$ cat config.mk
export PLATFORM = sky130hd
export DESIGN_NAME = text_to_integer_parser
export DESIGN_NICKNAME = d
export VERILOG_FILES = /design/src/rtl/ttoi_pkg.sv /design/src/rtl/text_to_integer_parser.sv
export SDC_FILE = /design/constraint.sdc
export NUM_CORES = 1
export LEC_CHECK = 0
export ABC_AREA = 0
export BUFFER_PORTS_ARGS = -buffer_cell sky130_fd_sc_hd__buf_4
export CORE_MARGIN = 4
export CORE_UTILIZATION = 60
export CTS_CLUSTER_DIAMETER = 100
export DETAILED_ROUTE_END_ITERATION = 12
export HOLD_SLACK_MARGIN = 0.12
export PLACE_DENSITY = 0.84
export SETUP_SLACK_MARGIN = 0.3
export SLEW_MARGIN = 20
export SYNTH_ARGS = -nofsm -noshare
export SYNTH_HDL_FRONTEND = slang
export SYNTH_SLANG_ARGS = --single-unit
$ cat constraint.sdc
create_clock -name clock -period 11.2 [get_ports clock]
set_clock_uncertainty 0.2 [all_clocks]
set_input_delay 0 -clock clock [delete_from_list [all_inputs] [get_ports clock]]
set_output_delay 0 -clock clock [all_outputs]
set_load 0.01 [all_outputs]
$ cat src/rtl/ttoi_pkg.sv
package ttoi_pkg;

   localparam int unsigned VALUE_WIDTH = 32;
   localparam int unsigned POS_WIDTH   = 16;

   // Saturation point of the character position counter.
   localparam logic [POS_WIDTH-1:0] MAX_LEN = 16'hFFFF;

   // Result status codes.
   localparam logic [1:0] ST_OK       = 2'd0;
   localparam logic [1:0] ST_NO_CONV  = 2'd1;
   localparam logic [1:0] ST_OVERFLOW = 2'd2;
   localparam logic [1:0] ST_BAD_BASE = 2'd3;

   // Configuration register indexes.
   localparam logic REG_RADIX  = 1'b0;
   localparam logic REG_SIGNED = 1'b1;

   localparam logic [7:0] NOT_A_DIGIT = 8'hFF;

   typedef struct packed {
      logic [7:0] ch;
      logic       last;
   } req_payload_type;

   typedef struct packed {
      logic [VALUE_WIDTH-1:0] value;
      logic [POS_WIDTH-1:0]   end_index;
      logic [1:0]             status;
   } rsp_payload_type;

   // Digit value of a character in any base up to 36, or NOT_A_DIGIT.
   function automatic logic [7:0] digit_of(input logic [7:0] c);
      logic [7:0] d;
      begin
         if (c >= "0" && c <= "9") begin
            d = c - 8'h30;
         end else if (c >= "A" && c <= "Z") begin
            d = c - 8'h41 + 8'd10;
         end else if (c >= "a" && c <= "z") begin
            d = c - 8'h61 + 8'd10;
         end else begin
            d = NOT_A_DIGIT;
         end
         return d;
      end
   endfunction

   // Space, tab, line feed, vertical tab, form feed and carriage return.
   function automatic logic is_space(input logic [7:0] c);
      return (c == 8'h20) || (c >= 8'h09 && c <= 8'h0D);
   endfunction

endpackage

$ cat src/rtl/text_to_integer_parser.sv
// Streaming text-to-integer parser in the style of strtoul and strtol.
//
// Characters of a string enter on the req_ channel, one per transfer, with
// last set on the final character. The parser skips leading whitespace,
// takes an optional sign, detects an octal or hex prefix at radix 0 (hex
// also at 16), and accumulates digits. At the first character that is not
// a digit, or at the last character, one transfer on the rsp_ channel gives
// the value, the end index and a status. Characters after that result are
// consumed silently until last, and the next string then starts fresh.
//
// A character is accepted in every cycle unless the input stage stalls:
// one stage holds the incoming character, and its step (one 32 by 6 bit
// multiply-add against the per-string state) writes the result register
// that drives the rsp_ channel. When the receiver stalls, the result
// register holds its transfer, and the input stage stalls only once it
// holds a character that would make a new result; characters that make no
// result keep flowing. Reset is synchronous and clears both stages and the
// string state; the radix register returns to 10 and signed mode to off.
// Configuration is to be written through the APB port only while no string
// is in progress; the block itself does not enforce this.
module text_to_integer_parser (
   input  logic                      clock,
   input  logic                      reset,
   input  logic                      req_valid,
   output logic                      req_stall,
   input  ttoi_pkg::req_payload_type req_payload,
   output logic                      rsp_valid,
   input  logic                      rsp_stall,
   output ttoi_pkg::rsp_payload_type rsp_payload,
   input  logic                      psel,
   input  logic                      penable,
   input  logic                      pwrite,
   input  logic [2:0]                paddr,
   input  logic [31:0]               pwdata,
   output logic [31:0]               prdata,
   output logic                      pready
);
   import ttoi_pkg::*;

   // Parser phases.
   localparam logic [2:0] PH_WS     = 3'd0;
   localparam logic [2:0] PH_SIGN   = 3'd1;
   localparam logic [2:0] PH_ZERO   = 3'd2;
   localparam logic [2:0] PH_ZX     = 3'd3;
   localparam logic [2:0] PH_DIGITS = 3'd4;
   localparam logic [2:0] PH_DRAIN  = 3'd5;

   localparam logic [VALUE_WIDTH-1:0] HALF_VAL = {1'b1, {(VALUE_WIDTH-1){1'b0}}};
   localparam logic [VALUE_WIDTH-1:0] ALL_ONES = {VALUE_WIDTH{1'b1}};

   // Configuration registers.
   logic [5:0] radix_ff;
   logic       signed_mode_ff;

   // Input stage.
   logic            in_valid_ff;
   req_payload_type in_payload_ff;

   // Per-string state.
   logic [2:0]             phase_ff, phase_in;
   logic [VALUE_WIDTH-1:0] acc_ff, acc_in;
   logic                   ovf_ff, ovf_in;
   logic                   neg_ff, neg_in;
   logic [5:0]             base_ff, base_in;
   logic [POS_WIDTH-1:0]   pos_ff, pos_in;
   logic [POS_WIDTH-1:0]   fallback_ff, fallback_in;
   logic                   digits_ff, digits_in;

   // Result stage.
   logic            rsp_valid_ff;
   rsp_payload_type rsp_payload_ff, rsp_payload_in;

   // Step logic.
   logic                   proc_go;
   logic                   out_free;
   logic                   res_fire;
   logic [7:0]             c;
   logic                   lst;
   logic [7:0]             dig;
   logic [POS_WIDTH-1:0]   pos_adv;
   logic [5:0]             cur_base;
   logic [VALUE_WIDTH+5:0] prod;

   assign pready = 1'b1;
   assign prdata = (paddr[2] == REG_SIGNED) ? {31'b0, signed_mode_ff} : {26'b0, radix_ff};

   always_ff @(posedge clock) begin
      if (reset) begin
         radix_ff       <= 6'd10;
         signed_mode_ff <= 1'b0;
      end else if (psel && penable && pwrite && pready) begin
         unique case (paddr[2])
            REG_RADIX:  radix_ff       <= pwdata[5:0];
            REG_SIGNED: signed_mode_ff <= pwdata[0];
            default:    radix_ff       <= radix_ff;
         endcase
      end
   end

   assign c        = in_payload_ff.ch;
   assign lst      = in_payload_ff.last;
   assign dig      = digit_of(c);
   assign pos_adv  = (pos_ff < MAX_LEN) ? pos_ff + 16'd1 : pos_ff;
   assign cur_base = (phase_ff == PH_WS) ? radix_ff : base_ff;

   assign out_free  = !rsp_valid_ff || !rsp_stall;
   assign proc_go   = in_valid_ff && (!res_fire || out_free);
   assign req_stall = in_valid_ff && !proc_go;

   // One character step. The state updates are formed first; a result, if
   // any, is then concluded from the updated state.
   always_comb begin
      logic                   take;
      logic [5:0]             take_base;
      logic                   conclude;
      logic                   bad_base;
      logic [POS_WIDTH-1:0]   conc_end;
      logic                   first;
      logic [VALUE_WIDTH-1:0] v;

      phase_in    = phase_ff;
      acc_in      = acc_ff;
      ovf_in      = ovf_ff;
      neg_in      = neg_ff;
      base_in     = base_ff;
      pos_in      = pos_ff;
      fallback_in = fallback_ff;
      digits_in   = digits_ff;
      take        = 1'b0;
      take_base   = cur_base;
      conclude    = 1'b0;
      bad_base    = 1'b0;
      conc_end    = pos_ff;
      first       = 1'b0;
      prod        = '0;

      unique case (phase_ff)
         PH_WS: begin
            base_in = radix_ff;
            if (radix_ff == 6'd1 || radix_ff > 6'd36) begin
               bad_base = 1'b1;
            end else if (is_space(c)) begin
               pos_in   = pos_adv;
               conclude = lst;
               conc_end = pos_adv;
            end else if (c == "-" || c == "+") begin
               neg_in   = (c == "-");
               pos_in   = pos_adv;
               phase_in = PH_SIGN;
               conclude = lst;
               conc_end = pos_adv;
            end else begin
               first = 1'b1;
            end
         end
         PH_SIGN: first = 1'b1;
         PH_ZERO: begin
            if (c == "x" || c == "X") begin
               phase_in = PH_ZX;
               pos_in   = pos_adv;
               conclude = lst;
               conc_end = fallback_ff;
            end else begin
               take = 1'b1;
            end
         end
         PH_ZX: begin
            if (dig < 8'd16) begin
               base_in   = 6'd16;
               take_base = 6'd16;
               take      = 1'b1;
            end else begin
               conclude = 1'b1;
               conc_end = fallback_ff;
            end
         end
         PH_DIGITS: take = 1'b1;
         default: begin
            if (lst) begin
               phase_in = PH_WS;
            end
         end
      endcase

      if (first) begin
         if (c == "0" && (cur_base == 6'd0 || cur_base == 6'd16)) begin
            base_in     = (cur_base == 6'd0) ? 6'd8 : 6'd16;
            acc_in      = '0;
            digits_in   = 1'b1;
            pos_in      = pos_adv;
            fallback_in = pos_adv;
            phase_in    = PH_ZERO;
            conclude    = lst;
            conc_end    = pos_adv;
         end else begin
            take_base = (cur_base == 6'd0) ? 6'd10 : cur_base;
            base_in   = take_base;
            take      = 1'b1;
         end
      end

      if (take) begin
         if (dig >= {2'b0, take_base}) begin
            conclude = 1'b1;
            conc_end = pos_ff;
         end else begin
            prod      = (VALUE_WIDTH+6)'(acc_ff) * (VALUE_WIDTH+6)'(take_base)
                        + (VALUE_WIDTH+6)'(dig);
            ovf_in    = ovf_ff || (prod[VALUE_WIDTH+5:VALUE_WIDTH] != 6'd0);
            acc_in    = prod[VALUE_WIDTH-1:0];
            digits_in = 1'b1;
            pos_in    = pos_adv;
            phase_in  = PH_DIGITS;
            conclude  = lst;
            conc_end  = pos_adv;
         end
      end

      // Form the result from the updated state.
      v = ovf_in ? ALL_ONES : acc_in;
      rsp_payload_in.end_index = conc_end;
      if (bad_base) begin
         rsp_payload_in.value     = '0;
         rsp_payload_in.end_index = '0;
         rsp_payload_in.status    = ST_BAD_BASE;
      end else if (!digits_in) begin
         rsp_payload_in.value     = '0;
         rsp_payload_in.end_index = '0;
         rsp_payload_in.status    = ST_NO_CONV;
      end else if (signed_mode_ff) begin
         if (v >= HALF_VAL) begin
            if (v == HALF_VAL && neg_in) begin
               rsp_payload_in.value  = HALF_VAL;
               rsp_payload_in.status = ST_OK;
            end else begin
               rsp_payload_in.value  = neg_in ? HALF_VAL : HALF_VAL - 1'b1;
               rsp_payload_in.status = ST_OVERFLOW;
            end
         end else begin
            rsp_payload_in.value  = neg_in ? (~v + 1'b1) : v;
            rsp_payload_in.status = ST_OK;
         end
      end else if (ovf_in) begin
         rsp_payload_in.value  = ALL_ONES;
         rsp_payload_in.status = ST_OVERFLOW;
      end else begin
         rsp_payload_in.value  = neg_in ? (~v + 1'b1) : v;
         rsp_payload_in.status = ST_OK;
      end

      res_fire = bad_base || conclude;

      // A result ends the number: start over on last, else drain the string.
      if (res_fire) begin
         if (lst) begin
            phase_in    = PH_WS;
            acc_in      = '0;
            ovf_in      = 1'b0;
            neg_in      = 1'b0;
            base_in     = '0;
            pos_in      = '0;
            fallback_in = '0;
            digits_in   = 1'b0;
         end else begin
            phase_in = PH_DRAIN;
         end
      end else if (phase_ff > PH_DIGITS && lst) begin
         acc_in      = '0;
         ovf_in      = 1'b0;
         neg_in      = 1'b0;
         base_in     = '0;
         pos_in      = '0;
         fallback_in = '0;
         digits_in   = 1'b0;
      end
   end

   always_ff @(posedge clock) begin
      if (reset) begin
         in_valid_ff <= 1'b0;
      end else if (!req_stall) begin
         in_valid_ff <= req_valid;
      end
   end

   always_ff @(posedge clock) begin
      if (!req_stall && req_valid) begin
         in_payload_ff <= req_payload;
      end
   end

   always_ff @(posedge clock) begin
      if (reset) begin
         phase_ff    <= PH_WS;
         acc_ff      <= '0;
         ovf_ff      <= 1'b0;
         neg_ff      <= 1'b0;
         base_ff     <= '0;
         pos_ff      <= '0;
         fallback_ff <= '0;
         digits_ff   <= 1'b0;
      end else if (proc_go) begin
         phase_ff    <= phase_in;
         acc_ff      <= acc_in;
         ovf_ff      <= ovf_in;
         neg_ff      <= neg_in;
         base_ff     <= base_in;
         pos_ff      <= pos_in;
         fallback_ff <= fallback_in;
         digits_ff   <= digits_in;
      end
   end

   always_ff @(posedge clock) begin
      if (reset) begin
         rsp_valid_ff <= 1'b0;
      end else if (proc_go && res_fire) begin
         rsp_valid_ff <= 1'b1;
      end else if (!rsp_stall) begin
         rsp_valid_ff <= 1'b0;
      end
   end

   always_ff @(posedge clock) begin
      if (proc_go && res_fire) begin
         rsp_payload_ff <= rsp_payload_in;
      end
   end

   assign rsp_valid   = rsp_valid_ff;
   assign rsp_payload = rsp_payload_ff;

   // A character that makes a result must show up on the result register.
   a_fire_lands: assert property (@(posedge clock) disable iff (reset)
      proc_go && res_fire |=> rsp_valid_ff)
      else $error("result step did not load the result register");

   // Failed conversions always report a zero value at index zero.
   a_fail_zero: assert property (@(posedge clock) disable iff (reset)
      rsp_valid_ff && (rsp_payload_ff.status == ST_BAD_BASE ||
                       rsp_payload_ff.status == ST_NO_CONV)
      |-> (rsp_payload_ff.value == '0 && rsp_payload_ff.end_index == '0))
      else $error("failed conversion with nonzero value or index");

   // The digit phase is only reachable after a digit was taken.
   a_digits_seen: assert property (@(posedge clock) disable iff (reset)
      phase_ff == PH_DIGITS |-> digits_ff)
      else $error("digit phase without any digit");

   // Overflow in signed mode clamps to one of the two signed limits.
   a_signed_clamp: assert property (@(posedge clock) disable iff (reset)
      rsp_valid_ff && signed_mode_ff && rsp_payload_ff.status == ST_OVERFLOW
      |-> (rsp_payload_ff.value == HALF_VAL || rsp_payload_ff.value == HALF_VAL - 1'b1))
      else $error("signed overflow value is not a limit");

   // The input stage stalls only while it holds a character that cannot move.
   a_stall_cause: assert property (@(posedge clock) disable iff (reset)
      req_stall |-> (in_valid_ff && res_fire && rsp_valid_ff && rsp_stall))
      else $error("input stalled without a blocked result");

endmodule

==> metrics.csv <==
metric;value;unit
final_cell_mix;nor2_1, and2_1, nand2_1;
synthAdderAreaFrac;0.226;
yosys.cell_types.count;94;
core-area;0.0270;mm^2
drc;0;
synth_seq_cells;144;
routedWlPerCell;20.0;um
finalNetCount;2304;
ioPinCount;136;
synth_xor_area_frac;0.0346;
synth_top_family_by_area;simple AND/OR/NAND/NOR gates;
muxShareOfSynthArea;0.0214;
crit_path_max_incr_delay;0.74;ns
detail_route.vias_per_cell;6.46;
critical_path_arrival;10.23;ns
gr-total-overflow;0;
finish.utilization;0.671;
final_common_cell;nor2_1;
die_w;174;um
powerDensity;91.6;mW/mm^2
max_cap_violations;0;
ys_warn_count;0;
status;complete, no violations;
synth_compound_area_frac;0.200;
rsz0062_at_grt;false;
die_y;174;um
setup_viol;0;
post-route-period-util;0.913;
postRouteAntennaNets;0;
setup_ws;0.971;ns
vias;15400;
initialDrtViolationCount;1861;
syn2layout_area_growth;9.74;%
finalWirelength;47.7;mm
syn_area_per_cell;8.23;um^2
start_kind;flip-flop;
root_buffer;clkbuf_16;
antenna_found_initial;1;
dp_hpwl;35.1;mm
synth-edff-count;59;
max_slew_margin;0.343;
initial_core_util;0.611;
grt_pass1_vias;15200;
timing.final.max_slew_violations;0;
grt_start_max_net_pins;57;
antenna_cells;0;
finalPower;1.66;mW
rows;60;
finalInstanceArea;0.0181;mm^2
h-tree-depth;4;
worst_setup_path_end_kind;flip-flop;
tightest_slew;0.981;ns
dr.pass1.iters;5;
seq_area_frac_synth;0.211;
grt_pass1_wl;78.5;mm
cts_tree;yes;
setup_tns;0;ns
async_flop_share;0;
hold_class;reg2reg;
place_area;0.0171;mm^2
final_layout_size_suffix_gt1_frac;0.0944;
post-route-min-period;10.23;ns
path_max_fanout;31;
io_buffers;80;
clock_sinks;144;
netlist_area;0.0165;mm^2
cts_max_path_buffers;2;
clock.fmax;97.8;MHz
dp_slack;0.704;ns
hold_violations;0;
crit_path_frequent_cell;fa_1;
critPathTopFamily;compound AO/OA/AOI/OAI gates;
p_leak;7.71;nW
slowest_stage;nor4_1;
required;11.21;ns
synthSimpleGateAreaFrac;0.240;
clock_latency;0.45;ns
criticalPathCategory;reg2reg;
ir_worst_vdd;81.0;uV
synth_top_flop_cell;dfxtp_1;
cts_buffers;17;
cp_num_buf_inv;4;
grtUsageTotal;0.315;
gp_congestion;0.979;
synth_cells;2002;
clk_pin_slew;0.07;ns
die_area;0.0302;mm^2
-- cells in the mapped netlist (all sizes together) (15+ instances only) --
cell    number  area share
xnor2       36       0.019
xor2        29       0.015
a31oi       29       0.011
clkbuf     100       0.023
edfxtp      59        0.11
buf         62       0.024
nand4       16      0.0061
nor3        56       0.018
or3         15      0.0057
nand2      165       0.038
a21oi      144       0.045
nand3       30      0.0091
inv         89       0.020
nand2b      15      0.0057
o21ai       99       0.030
mux2i       24       0.015
fa         126        0.15
and3        18      0.0068
a22oi       21      0.0096
and2       196       0.075
dfxtp       85        0.10
nor2       210       0.048
a211oi      37       0.017
ha          96       0.073
a21o        22       0.010
-- sequential cells by signal (all words and copies together), names as in the netlist --
name	flops
acc_ff	32
base_ff	6
c	8
digits_ff	1
fallback_ff	16
in_valid_ff	1
lst	1
neg_ff	1
ovf_ff	1
phase_ff	3
pos_ff	16
radix_ff	6
rsp_payload	50
rsp_valid	1
signed_mode_ff	1
-- cell type report --
cell class	count	area [um^2]
repair buffers	147	1210
well taps	341	427
inverters	89	335
clock inverters	13	118
multi-input cells	1632	12100
clock buffers	19	433
fillers	2178	8870
flip-flops and latches	144	3470
-- tightest hold or removal path, cell delays in order (launching register included) --
cell and delay [ns]:
dfxtp_1 0.32, nand2_1 0.05, a21oi_1 0.05
-- through the flow --
| step | cells | hold slack [ns] |
|---|---|---|
| global placement | 2309 | -0.0221 |
| detailed placement | 2309 | -0.0205 |
| global route | 2385 | 0.285 |
| finish | 2385 | 0.269 |
| floorplan | 2027 | -0.101 |
| CTS | 2382 | 0.262 |
-- where the power goes --
group / internal [mW] / switching, mW / leakage (nW)
clock network: 0.293 / 0.262 / 0.267
registers: 0.564 / 0.0294 / 1.30
logic: 0.189 / 0.320 / 6.14
-- routing by layer --
layer  vias up  wire (um)  track usage
met5         -         16            0
met2       821      23400        0.546
met4         2       2040        0.128
met3       159       3660       0.0475
li1       7046          -            -
met1      7371      18600        0.395
-- worst paths after layout --
path                         from               to  slack (ns)  depth (start not counted)
hold reg to reg   fallback_ff[14]  fallback_ff[14]        0.27                          2
setup reg to reg             c[1]  rsp_payload[33]        0.97                         30
hold / removal    fallback_ff[14]  fallback_ff[14]        0.27                          2
setup / recovery             c[1]  rsp_payload[33]        0.97                         30
-- what timing repair did --
action,CTS,global route
endpoints found under the hold margin,53,0
setup endpoints to repair,0,24
hold buffers,41,0
resized for setup,0,7
setup buffers,0,3
-- cells by family after synthesis --
group	count (synthesis)
xor+xnor	65
mux	34
flops	144
simple gates	784
other cells	2
compound gates	500
buf+inv	251
fa+ha+maj	222
Power figures use the tool's default switching activity.
